$ cat src/hdl/assert_macros.svh
// Assertion macros used by the controller of the wear-levelled store.
// Each macro expects signals named clk and rst_n in the including module.
`ifndef ASSERT_MACROS_SVH
`define ASSERT_MACROS_SVH

// Same-cycle implication, checked outside reset.
`define AST_IMP(lbl, ante, cons) \
  lbl: assert property (@(posedge clk) disable iff (!rst_n) (ante) |-> (cons)) \
    else $error("assertion failed: same-cycle implication");

// Next-cycle implication, checked outside reset.
`define AST_NEXT(lbl, ante, cons) \
  lbl: assert property (@(posedge clk) disable iff (!rst_n) (ante) |=> (cons)) \
    else $error("assertion failed: next-cycle implication");

`endif

$ cat src/hdl/ewls_pkg.sv
// Shared constants, codes and controller/datapath interface types of the
// wear-levelled byte store. No dependencies.
package ewls_pkg;

  localparam int STORE_BYTES_DEF = 1024;
  localparam int MAX_PART_DEF    = 8;

  localparam int KIND_W = 2;
  localparam int SLOT_W = 3;
  localparam int VAL_W  = 8;
  localparam int ST_W   = 2;
  localparam int CNT_W  = 4;
  localparam int LEN_W  = 10;
  localparam int VER_W  = 8;
  localparam int CFG_IW = 2;
  localparam int CFG_DW = 10;

  localparam logic [KIND_W-1:0] KIND_READ   = 2'd0;
  localparam logic [KIND_W-1:0] KIND_WRITE  = 2'd1;
  localparam logic [KIND_W-1:0] KIND_UPDATE = 2'd2;
  localparam logic [KIND_W-1:0] KIND_MOUNT  = 2'd3;

  localparam logic [ST_W-1:0] ST_OK    = 2'd0;
  localparam logic [ST_W-1:0] ST_SLOT  = 2'd1;
  localparam logic [ST_W-1:0] ST_EQUAL = 2'd2;
  localparam logic [ST_W-1:0] ST_EMPTY = 2'd3;

  localparam logic [CFG_IW-1:0] CFG_COUNT   = 2'd0;
  localparam logic [CFG_IW-1:0] CFG_LENGTH  = 2'd1;
  localparam logic [CFG_IW-1:0] CFG_VERSION = 2'd2;

  localparam logic [7:0] BYTE_ERASED = 8'hFF;
  localparam logic [7:0] BYTE_ZERO   = 8'h00;

  typedef logic [4:0] op_t;

  localparam op_t OP_NOP      = 5'd0;
  localparam op_t OP_CLR      = 5'd1;
  localparam op_t OP_LOAD     = 5'd2;
  localparam op_t OP_A_CHK    = 5'd3;
  localparam op_t OP_A_RD     = 5'd4;
  localparam op_t OP_A_RVAL   = 5'd5;
  localparam op_t OP_A_CMP    = 5'd6;
  localparam op_t OP_ERASE    = 5'd7;
  localparam op_t OP_A_WR     = 5'd8;
  localparam op_t OP_A_CB_RD  = 5'd9;
  localparam op_t OP_A_CB_WR  = 5'd10;
  localparam op_t OP_M_VER    = 5'd11;
  localparam op_t OP_M_INIT   = 5'd12;
  localparam op_t OP_DIV      = 5'd13;
  localparam op_t OP_M_CC     = 5'd14;
  localparam op_t OP_M_GEOM   = 5'd15;
  localparam op_t OP_PART     = 5'd16;
  localparam op_t OP_BS_INIT  = 5'd17;
  localparam op_t OP_BS_RD    = 5'd18;
  localparam op_t OP_BS_EV    = 5'd19;
  localparam op_t OP_SCAN     = 5'd20;
  localparam op_t OP_SCAN_EV  = 5'd21;
  localparam op_t OP_REC_RD   = 5'd22;
  localparam op_t OP_REC      = 5'd23;

  typedef struct packed {
    op_t op;
  } dp_cmd_t;

  typedef struct packed {
    logic clr_last;
    logic mount;
    logic div_done;
    logic no_room;
    logic ver_diff;
    logic erase_last;
    logic lo_gt_hi;
    logic mixed;
    logic scan_go;
    logic part_last;
    logic slot_bad;
    logic rd;
    logic has;
    logic equal;
    logic wrap;
  } dp_stat_t;

endpackage

$ cat src/hdl/ewls_ctrl.sv
// Controller state machine of the wear-levelled store: sequences the
// datapath through clearing, accesses and mount. Depends on ewls_pkg.
`include "assert_macros.svh"
module ewls_ctrl (
  input  logic               clk,
  input  logic               rst_n,
  input  logic               start,
  input  ewls_pkg::dp_stat_t stat,
  output ewls_pkg::dp_cmd_t  cmd,
  output logic               busy,
  output logic               out_strobe
);
  import ewls_pkg::*;

  localparam logic [4:0] S_CLEAR   = 5'd0;
  localparam logic [4:0] S_IDLE    = 5'd1;
  localparam logic [4:0] S_ACC     = 5'd2;
  localparam logic [4:0] S_A_RD    = 5'd3;
  localparam logic [4:0] S_A_RVAL  = 5'd4;
  localparam logic [4:0] S_A_CMP   = 5'd5;
  localparam logic [4:0] S_ERASE   = 5'd6;
  localparam logic [4:0] S_A_WR    = 5'd7;
  localparam logic [4:0] S_A_CB_RD = 5'd8;
  localparam logic [4:0] S_A_CB_WR = 5'd9;
  localparam logic [4:0] S_M_VER   = 5'd10;
  localparam logic [4:0] S_M_INIT  = 5'd11;
  localparam logic [4:0] S_M_DIV1  = 5'd12;
  localparam logic [4:0] S_M_CC    = 5'd13;
  localparam logic [4:0] S_M_GEOM  = 5'd15;
  localparam logic [4:0] S_M_CHK   = 5'd16;
  localparam logic [4:0] S_M_PART  = 5'd17;
  localparam logic [4:0] S_BS_INIT = 5'd18;
  localparam logic [4:0] S_BS_RD   = 5'd19;
  localparam logic [4:0] S_BS_EV   = 5'd20;
  localparam logic [4:0] S_SCAN    = 5'd21;
  localparam logic [4:0] S_SCAN_EV = 5'd22;
  localparam logic [4:0] S_REC_RD  = 5'd23;
  localparam logic [4:0] S_REC     = 5'd24;
  localparam logic [4:0] S_DONE    = 5'd25;

  logic [4:0] state_r, state_nxt;

  always_ff @(posedge clk) begin
    if (!rst_n) state_r <= S_CLEAR;
    else state_r <= state_nxt;
  end

  always_comb begin
    state_nxt = state_r;
    cmd.op    = OP_NOP;
    unique case (state_r)
      S_CLEAR: begin
        cmd.op = OP_CLR;
        if (stat.clr_last) state_nxt = S_IDLE;
      end
      S_IDLE: begin
        if (start) begin
          cmd.op    = OP_LOAD;
          state_nxt = S_ACC;
        end
      end
      S_ACC: begin
        if (stat.mount) begin
          state_nxt = S_M_VER;
        end else begin
          cmd.op = OP_A_CHK;
          if (stat.slot_bad) state_nxt = S_DONE;
          else if (stat.rd) state_nxt = stat.has ? S_A_RD : S_DONE;
          else state_nxt = stat.no_room ? S_DONE : S_A_RD;
        end
      end
      S_A_RD: begin
        cmd.op    = OP_A_RD;
        state_nxt = stat.rd ? S_A_RVAL : S_A_CMP;
      end
      S_A_RVAL: begin
        cmd.op    = OP_A_RVAL;
        state_nxt = S_DONE;
      end
      S_A_CMP: begin
        cmd.op = OP_A_CMP;
        if (stat.equal) state_nxt = S_DONE;
        else if (stat.wrap) state_nxt = S_ERASE;
        else state_nxt = S_A_WR;
      end
      S_ERASE: begin
        cmd.op = OP_ERASE;
        if (stat.erase_last) state_nxt = stat.mount ? S_BS_INIT : S_A_WR;
      end
      S_A_WR: begin
        cmd.op    = OP_A_WR;
        state_nxt = S_A_CB_RD;
      end
      S_A_CB_RD: begin
        cmd.op    = OP_A_CB_RD;
        state_nxt = S_A_CB_WR;
      end
      S_A_CB_WR: begin
        cmd.op    = OP_A_CB_WR;
        state_nxt = S_DONE;
      end
      S_M_VER: begin
        cmd.op    = OP_M_VER;
        state_nxt = S_M_INIT;
      end
      S_M_INIT: begin
        cmd.op    = OP_M_INIT;
        state_nxt = S_M_DIV1;
      end
      S_M_DIV1: begin
        if (stat.div_done) state_nxt = S_M_CC;
        else cmd.op = OP_DIV;
      end
      S_M_CC: begin
        cmd.op    = OP_M_CC;
        state_nxt = S_M_GEOM;
      end
      S_M_GEOM: begin
        cmd.op    = OP_M_GEOM;
        state_nxt = S_M_CHK;
      end
      S_M_CHK: begin
        state_nxt = stat.no_room ? S_DONE : S_M_PART;
      end
      S_M_PART: begin
        cmd.op    = OP_PART;
        state_nxt = stat.ver_diff ? S_ERASE : S_BS_INIT;
      end
      S_BS_INIT: begin
        cmd.op    = OP_BS_INIT;
        state_nxt = S_BS_RD;
      end
      S_BS_RD: begin
        if (stat.lo_gt_hi) begin
          state_nxt = S_SCAN;
        end else begin
          cmd.op    = OP_BS_RD;
          state_nxt = S_BS_EV;
        end
      end
      S_BS_EV: begin
        cmd.op    = OP_BS_EV;
        state_nxt = stat.mixed ? S_REC_RD : S_BS_RD;
      end
      S_SCAN: begin
        // Walk past runs of full or erased control bytes after the search.
        if (stat.scan_go) begin
          cmd.op    = OP_SCAN;
          state_nxt = S_SCAN_EV;
        end else begin
          state_nxt = S_REC_RD;
        end
      end
      S_SCAN_EV: begin
        cmd.op    = OP_SCAN_EV;
        state_nxt = S_SCAN;
      end
      S_REC_RD: begin
        cmd.op    = OP_REC_RD;
        state_nxt = S_REC;
      end
      S_REC: begin
        cmd.op    = OP_REC;
        state_nxt = stat.part_last ? S_DONE : S_M_PART;
      end
      S_DONE: state_nxt = S_IDLE;
      default: state_nxt = S_IDLE;
    endcase
  end

  assign busy       = (state_r != S_IDLE);
  assign out_strobe = (state_r == S_DONE);

  `AST_NEXT(a_strobe_single, out_strobe, !out_strobe)
  `AST_NEXT(a_accept_busy, start && !busy, busy)
  `AST_NEXT(a_done_idle, out_strobe, !busy)

endmodule
$ cat config.mk
export PLATFORM = sky130hd
export DESIGN_NAME = ewls_ctrl
export DESIGN_NICKNAME = d
export VERILOG_FILES = /design/src/hdl/ewls_pkg.sv /design/src/hdl/ewls_ctrl.sv
export VERILOG_INCLUDE_DIRS = /design/src /design/src/hdl
export SDC_FILE = /design/constraint.sdc
export NUM_CORES = 1
export LEC_CHECK = 0
export BUFFER_PORTS_ARGS = -buffer_cell sky130_fd_sc_hd__buf_4
export CAP_MARGIN = 20
export CORE_ASPECT_RATIO = 0.9
export CORE_MARGIN = 2
export CORE_UTILIZATION = 48
export CTS_CLUSTER_DIAMETER = 200
export CTS_CLUSTER_SIZE = 30
export DETAILED_ROUTE_END_ITERATION = 8
export GPL_TIMING_DRIVEN = 0
export PLACE_DENSITY_LB_ADDON = 0.12
export SLEW_MARGIN = 40
export SYNTH_ARGS = -nofsm -noshare
export SYNTH_HDL_FRONTEND = slang
export SYNTH_SLANG_ARGS = --single-unit
$ cat constraint.sdc
create_clock -name clk -period 2.9 [get_ports clk]
set_clock_uncertainty 0.1 [all_clocks]
set_input_delay 0.145 -clock clk [delete_from_list [all_inputs] [get_ports clk]]
set_output_delay 0.145 -clock clk [all_outputs]
set_load 0.1 [all_outputs]
==> impl_metrics.yaml, run 1 <==
run_status:
  status: "completed"
grt:
  grtUsageTotal_pct: 29.31
  grt_pass1_wl_mm: 5.133
  grt_max_degree: 11
  grt_pass1_vias: 1056
  overflow: 0
  antenna_found_initial: 0
logic_synthesis:
  synth-seq-cells: 5
  syn-num-nets: 163
  ys_async_sr_fraction_pct: 0
  ys.flop_type: "dfxtp_1"
  synth_mux_area_share_pct: 2.081
  syn_area_sq_um: 962.2
  synth_xor_area_share_pct: 2.731
  synth_top_family_by_area: "compound AO/OA/AOI/OAI gates"
  postSynthAreaPerCell_sq_um: 6.636
  synth_cells: 145
  synth_compound_area_share_pct: 43.04
  synth_edf_count: 0
  yosys.area.top_type_share_pct: 10.40
  yosys_warnings: 0
  synthAdderAreaFrac_pct: 0
  synth_area_leader_cell: "dfxtp_1"
  synthSimpleGateAreaFrac_pct: 32.12
  synth_area_leaders: "dfxtp_1 (10%), a21oi_1 (6.2%), nor2_1 (5.1%), buf_2 (4.2%), nand2b_1 (3.9%)"
  yosysUniqueCellTypes: 55
  ys_seq_area_share_pct: 10.40
clocking:
  cts_sinks: 5
  post_cts_buffers: 0
  cts_buffer_depth: 2
  path_clk_slew_ns: 0.04
  cts-buffers-inserted: 3
  cts_root_buf: "clkbuf_4"
  cts_hold_buf: 0
  ctsResizeCount: 0
  htreeDepth: 1
  clk_latency_ns: 0.26
  cts_tree: "done"
detailed_routing:
  postRouteAntennaNets: 0
  vias_per_cell: 6.439
  drtIter0Drc: 98
  dr.pass1.iters: 4
  wl_per_cell_um: 17.07
  route.detailed.drc: 0
  dr_total_vias: 1275
  drt-total-wl_mm: 3.380
sta:
  min_period_over_period_pct: 89.77
  fin_crit_ns: 2.603
  rsz0062_at_grt: "false"
  finalSetupViolCount: 0
  final_hold_viol_count: 0
  tightest_slew_ns: 0.5523
  fmax_mhz: 384.1
  setup_tns_ns: 0
  relSlewSlack_pct: 63.18
  slew_violations: 0
floorplan:
  ioPinCount: 25
  coreArea_sq_um: 1896
  num_rows: 15
  die_x_um: 51.20
  die_area_sq_um: 2379
  start_util_pct: 50.76
  die_y_um: 46.48
critical_path:
  cp.arrival_ns: 2.36
  cp_common_cell: "clkbuf_1"
  cp-end-kind: "output pin"
  startpoint_type: "flop"
  crit_path_top_delay_cell: "dfxtp_1"
  reg2reg_to: "state_r[0]"
  crit_required_ns: 2.65
  crit_chain: "clkbuf_1 > clkbuf_1 > o21ai_1 > a21oi_1 > o221ai_2 > buf_4"
  r2r.worst_path.cells: 7
  worstSetupPathType: "reg2out"
  cp_max_fo: 10
  rr_startpoint: "state_r[2]"
  slowest_delay_ns: 0.48
  r2r_setup_slack_ns: 0.92
layout:
  largest_register_ffs: 5
  drive_gt1_share_pct: 25.43
  antennaDiodeCount: 0
  top_regs: "state_r: 5 flops"
  max_flop_register: "state_r"
  nNetsFinal: 192
  syn_to_final_growth_pct: 26.40
  fin_util_pct: 64.16
hold_path:
  holdPathEnd: "state_r[1]"
  hold_start: "rst_n"
  hold_path.class: "in2reg"
  holdPathStages: 2
job:
  drv_cap: 0
place:
  hpwl_mm: 2.410
  io_buffers: 24
  place_congestion: 0.9728
power:
  p_leak_nw: 0.4506
  vdd_ir_drop_max_mv: 0.3242
  power_w: 0.0006310
  power.density_nw_per_um2: 518.9
-- worst max-delay path, delay by kind of cell (launching register included) --
kind | cells | cell delay [ns]
AOI/OAI and AO/OA | 3 | 0.49
DFF | 1 | 0.48
buffers and inverters | 3 | 1.14
-- worst max-delay path by stage --
stage              to  cells past startpoint  slack, ns  startpoint
2_1_floorplan  cmd[1]                      4      -0.06  state_r[1]
3_3_place_gp   cmd[1]                      6       0.65  state_r[3]
3_5_place_dp   cmd[1]                      6       0.65  state_r[3]
4_1_cts        cmd[1]                      6       0.37  state_r[3]
5_1_grt        cmd[1]                      6       0.19  state_r[3]
6_report       cmd[1]                      6       0.30  state_r[3]
-- per-layer routing --
layer	vias to the layer above	track usage (%)	share of wire [%]
li1	610	-	-
met1	546	39.81	42
met2	111	47.01	43
met3	8	9.091	13
met4	0	3.243	1.9
met5	-	0	0
-- synth_stat cells (3+ instances only) --
| cell | count |
|---|---|
| a21oi_1 | 12 |
| a31oi_1 | 3 |
| buf_2 | 8 |
| clkbuf_1 | 3 |
| dfxtp_1 | 5 |
| inv_1 | 5 |
| nand2_1 | 7 |
| nand2b_1 | 6 |
| nand3_1 | 6 |
| nor2_1 | 13 |
| nor2b_1 | 4 |
| nor3_1 | 3 |
| o21ai_0 | 6 |
| o21ai_1 | 7 |
| o22ai_1 | 3 |
| xnor2_1 | 3 |
-- cell usage in the layout, fill, tap and decap left out, types with 4 or more instances in the layout --
master    synthesis  final
nand2_1           7      7
nand3_1           6      6
inv_1             5      5
nor2_1           13     13
buf_2             8      8
nand2b_1          6      6
buf_4             0     24
clkbuf_1          3      4
a21oi_1          12     12
dfxtp_1           5      5
o21ai_0           6      6
nor2b_1           4      4
o21ai_1           7      7
-- report_power, final --
group	leakage, nW	switching (W)	internal [W]
logic	0.395	0.000314	0.000139
registers	0.0406	0.0000126	0.0000766
clock network	0.0150	0.0000358	0.0000525
-- layout make-up --
class                           count  area (sq um)
Sequential cell                     5         100.1
Fill cell                         173         679.4
Buffer                             14         70.07
Clock buffer                        4         26.28
Tap cell                           25         31.28
Multi-Input combinational cell    120         785.8
Inverter                            6         22.52
Timing Repair Buffer               24         180.2
-- cell families (layout without fill, tap and decap cells) --
logic type	after synthesis	after routing
AND/OR/NAND/NOR	55	55
buffers and inverters	20	48
AO/OA/AOI/OAI	60	60
XOR/XNOR	3	3
flip-flops	5	5
multiplexers	2	2
-- stage by stage --
| step | setup WS [ns] | instance area (sq um) | hold slack (ns) | instances |
|---|---|---|---|---|
| finish | 0.2965 | 1216 | 0.05724 | 198 |
| global route | 0.1912 | 1216 | 0.04704 | 198 |
| CTS | 0.3695 | 1216 | 0.04557 | 198 |
| detailed placement | 0.6480 | 1190 | 0.2991 | 194 |
| global placement | 0.6485 | 1190 | 0.2944 | 194 |
| floorplan | -0.05526 | 978.4 | 0.1619 | 145 |
Note: power is estimated with default switching activity, not from simulation.
==> run 2, diff against run 1 <==
--- a/config.mk
+++ b/config.mk
@@ -14,7 +14,7 @@
 export CTS_CLUSTER_DIAMETER = 200
 export CTS_CLUSTER_SIZE = 30
 export DETAILED_ROUTE_END_ITERATION = 8
-export GPL_TIMING_DRIVEN = 0
+export GPL_TIMING_DRIVEN = 1
 export PLACE_DENSITY_LB_ADDON = 0.12
 export SLEW_MARGIN = 40
 export SYNTH_ARGS = -nofsm -noshare
==> impl_metrics.yaml, run 2 (synthesis gave the netlist of run 1 again) <==
detailed_routing:
  dr_total_vias: 1161
  drtIter0Drc: 42
  postRouteAntennaNets: 0
  vias_per_cell: 6.209
  wl_per_cell_um: 15.05
  dr.pass1.iters: 4
  drt-total-wl_mm: 2.815
  route.detailed.drc: 0
sta:
  slew_violations: 0
  min_period_over_period_pct: 87.25
  tightest_slew_ns: 0.7590
  rsz0062_at_grt: "false"
  relSlewSlack_pct: 49.33
  layout_setup_ws_ns: 0.3697
  finalSetupViolCount: 0
  fin_crit_ns: 2.530
  final_hold_viol_count: 0
  fmax_mhz: 395.2
critical_path:
  crit_start: "state_r[2]"
  crit_path_top_delay_cell: "dfxtp_1"
  cp-endpoint: "cmd[2]"
  crit_chain: "inv_1 > nor2_1 > a22o_1 > a221oi_1 > a21oi_1 > buf_4"
  reg2reg_to: "state_r[0]"
  r2r_setup_slack_ns: 0.77
  cp-end-kind: "output pin"
  cp.arrival_ns: 2.29
  crit_required_ns: 2.65
  startpoint_type: "flop"
  rr_startpoint: "state_r[0]"
  r2r.worst_path.cells: 5
  slowest_delay_ns: 0.80
  cp_max_fo: 24
  worstSetupPathType: "reg2out"
grt:
  grt_pass1_vias: 988
  grt_pass1_wl_mm: 4.540
  grtUsageTotal_pct: 25.87
  antenna_found_initial: 0
  grt_max_degree: 34
  overflow: 0
floorplan:
  start_util_pct: 50.76
  num_rows: 15
  die_y_um: 46.48
  ioPinCount: 25
  die_x_um: 51.20
  coreArea_sq_um: 1896
  die_area_sq_um: 2379
clocking:
  htreeDepth: 1
  ctsResizeCount: 0
  cts-buffers-inserted: 3
  path_clk_slew_ns: 0.05
  cts_sinks: 5
  post_cts_buffers: 0
  cts_buffer_depth: 2
  cts_root_buf: "clkbuf_4"
  cts_tree: "done"
  clk_latency_ns: 0.26
  cts_hold_buf: 0
place:
  place_congestion: 0.9143
  hpwl_mm: 2.045
  io_buffers: 24
  post-place-ws_ns: 0.6660
layout:
  fin_util_pct: 61.78
  layout_commonest_cell: "buf_4"
  mostFrequentLayoutCells: "buf_4 (27), nor2_1 (13), a21oi_1 (12)"
  syn_to_final_growth_pct: 21.72
  drive_gt1_share_pct: 24.69
  antennaDiodeCount: 0
  num-fill-cells: 186
  layout.area.seq_sq_um: 102.6
  max_flop_register: "state_r"
  top_regs: "state_r: 5 flops"
  nNetsFinal: 181
  largest_register_ffs: 5
  multiInputGateArea_sq_um: 785.8
hold_path:
  hold_path.class: "in2reg"
job:
  drv_cap: 0
power:
  p_leak_nw: 0.4127
  power.density_nw_per_um2: 516.2
  power_w: 0.0006046
  vdd_ir_drop_max_mv: 0.3578
run_status:
  status: "completed"
run 2: metrics by stage:
stage	area (sq um)	hold WS, ns	instances	TNS, ns
floorplan	978.4	0.1619	145	-0.05526
global placement	1142	0.2989	183	0
detailed placement	1144	0.3013	183	0
CTS	1170	0.04432	187	0
global route	1171	0.05830	187	0
finish	1171	0.04589	187	0
run 2: layout make-up:
type,count,share of cell area (%)
multi-input combinational,120,67.09
timing repair buffer,27,17.31
sequential,5,8.761
tap,25,2.671
clock buffer,4,2.244
inverter,6,1.923
run 2: power breakdown:
| part | internal, W | switching, W |
|---|---|---|
| combinational | 0.000134 | 0.000263 |
| sequential | 0.0000771 | 0.0000443 |
| clock | 0.0000523 | 0.0000336 |
run 2: worst min path at each step:
stage | start | to | slack (ns) | cells after the start
after floorplan | rst_n | state_r[1] | 0.16 | 1
after global placement | rst_n | state_r[1] | 0.30 | 2
after detailed placement | rst_n | state_r[3] | 0.30 | 2
after CTS | rst_n | state_r[3] | 0.04 | 2
after global routing | rst_n | state_r[3] | 0.06 | 2
final | rst_n | state_r[3] | 0.05 | 2
run 2: worst max-delay path: cells and delay by family (launching register included):
| family | cells | cell delay, ns |
|---|---|---|
| flops | 1 | 0.80 |
| compound gates | 3 | 0.41 |
| buf+inv | 2 | 0.59 |
| simple gates | 1 | 0.23 |
run 2: layer usage:
| layer | vias to the layer above | part of all wire (%) | track usage, % |
|---|---|---|---|
| met4 | 0 | 1.7 | 10.27 |
| met5 | - | 0 | 0 |
| li1 | 585 | - | - |
| met3 | 5 | 9.5 | 5.195 |
| met1 | 517 | 42 | 34.17 |
| met2 | 54 | 46 | 41.56 |
==> run 3, diff against run 2 <==
--- a/config.mk
+++ b/config.mk
@@ -11,6 +11,7 @@
 export CORE_ASPECT_RATIO = 0.9
 export CORE_MARGIN = 2
 export CORE_UTILIZATION = 48
+export CTS_BUF_LIST = sky130_fd_sc_hd__clkbuf_4 sky130_fd_sc_hd__clkbuf_8
 export CTS_CLUSTER_DIAMETER = 200
 export CTS_CLUSTER_SIZE = 30
 export DETAILED_ROUTE_END_ITERATION = 8
==> impl_metrics.yaml, run 3 (synthesis gave the netlist of run 1 again) <==
power:
  p_int_w: 0.0002728
  power.density_nw_per_um2: 522.6
  switching_share_pct: 55.57
  p_switching_w: 0.0003412
  power_w: 0.0006140
  pwr-share-seq_pct: 19.8
  p_clk_share_pct: 15.5
  p_leak_nw: 0.4161
  combPwrFrac_pct: 64.7
  vdd_ir_drop_max_mv: 0.3578
grt:
  grt_pass1_wl_mm: 4.547
  antenna_found_initial: 0
  grt_pass1_vias: 990
  grtUsageTotal_pct: 25.87
  overflow: 0
  grt_max_degree: 34
layout:
  drive_gt1_share_pct: 25.31
  fin_util_pct: 61.98
  mostFrequentLayoutCells: "buf_4 (27), nor2_1 (13), a21oi_1 (12)"
  antennaDiodeCount: 0
  max_flop_register: "state_r"
  nNetsFinal: 181
  largest_register_ffs: 5
  top_regs: "state_r: 5 flops"
  num-fill-cells: 186
  layout_commonest_cell: "buf_4"
  syn_to_final_growth_pct: 22.11
  stdcell_area_sq_um: 1175
clocking:
  cts_sinks: 5
  cts_hold_buf: 0
  htreeDepth: 1
  cts-buffers-inserted: 3
  cts_root_buf: "clkbuf_4"
  cts_tree: "done"
  cts_buffer_depth: 2
  post_cts_buffers: 0
  ctsResizeCount: 0
  path_clk_slew_ns: 0.05
  clk_latency_ns: 0.26
sta:
  finalSetupViolCount: 0
  tightest_slew_ns: 0.7590
  fmax_mhz: 395.2
  relSlewSlack_pct: 49.33
  layout_setup_ws_ns: 0.3696
  min_period_over_period_pct: 87.26
  setup_tns_ns: 0
  fin_crit_ns: 2.530
  rsz0062_at_grt: "false"
  slew_violations: 0
  final_hold_viol_count: 0
floorplan:
  die_x_um: 51.20
  start_util_pct: 50.76
  coreArea_sq_um: 1896
  die_y_um: 46.48
  die_area_sq_um: 2379
  num_rows: 15
  ioPinCount: 25
detailed_routing:
  dr.pass1.iters: 4
  postRouteAntennaNets: 0
  vias_per_cell: 6.209
  drtIter0Drc: 42
  route.detailed.drc: 0
  drt-total-wl_mm: 2.815
  dr_total_vias: 1161
  wl_per_cell_um: 15.05
critical_path:
  cp_max_fo: 24
  crit_required_ns: 2.65
  worstSetupPathType: "reg2out"
  cp-end-kind: "output pin"
  startpoint_type: "flop"
  cp.arrival_ns: 2.29
place:
  placed_area_sq_um: 1144
  post-place-ws_ns: 0.6660
  io_buffers: 24
  hpwl_mm: 2.045
  place_congestion: 0.9143
hold_path:
  hold_path.class: "in2reg"
job:
  drv_cap: 0
run_status:
  status: "completed"
[run 3: cell counts in the layout (fill, tap and decap cells not counted)]
No cell type changed its count.
[run 3: cell type report]
cell class | instances | area [sq um] | area share, %
Clock buffer | 4 | 30.03 | 2.556
Inverter | 6 | 22.52 | 1.917
Multi-Input combinational cell | 120 | 785.8 | 66.88
Sequential cell | 5 | 102.6 | 8.733
Tap cell | 25 | 31.28 | 2.662
Timing Repair Buffer | 27 | 202.7 | 17.25
[run 3: layer usage]
layer	GRT usage, %	wire length (um)	up-vias
li1	-	-	585
met1	34.17	1196	517
met2	41.56	1302	54
met3	5.195	268	5
met4	10.27	48	0
met5	0	0	-
[run 3: per-stage QoR]
step,hold WS (ns),instances
after floorplan,0.1619,145
after global placement,0.2989,183
after detailed placement,0.3013,183
after CTS,0.04432,187
after global routing,0.05830,187
final,0.04589,187
[run 3: final timing paths]
path | startpoint | to | slack, ns | depth (start not counted)
worst max-delay path | state_r[2] | cmd[2] | 0.37 | 6
worst min-delay path | rst_n | state_r[3] | 0.05 | 2
worst min register to register | state_r[4] | state_r[1] | 0.68 | 3
worst max register to register | state_r[0] | state_r[0] | 0.77 | 5
[run 3: power groups by stage]
| stage | Combinational [W] | Sequential [W] | Clock (W) |
|---|---|---|---|
| 6_report | 0.000397 | 0.000121 | 0.0000953 |
| 3_5_place_dp | 0.000394 | 0.000121 | 0 |
| 4_1_cts | 0.000396 | 0.000119 | 0.0000971 |
| 2_1_floorplan | 0.000342 | 0.0000862 | 0 |
| 5_1_grt | 0.000422 | 0.000125 | 0.000101 |
| 3_3_place_gp | 0.000391 | 0.000120 | 0 |
[run 3: worst max-delay path, cell delays in order (launching register included)]
cell and delay (ns):
dfxtp_1 0.80, inv_1 0.28, nor2_1 0.23, a22o_1 0.17, a221oi_1 0.08, a21oi_1 0.16
buf_4 0.31
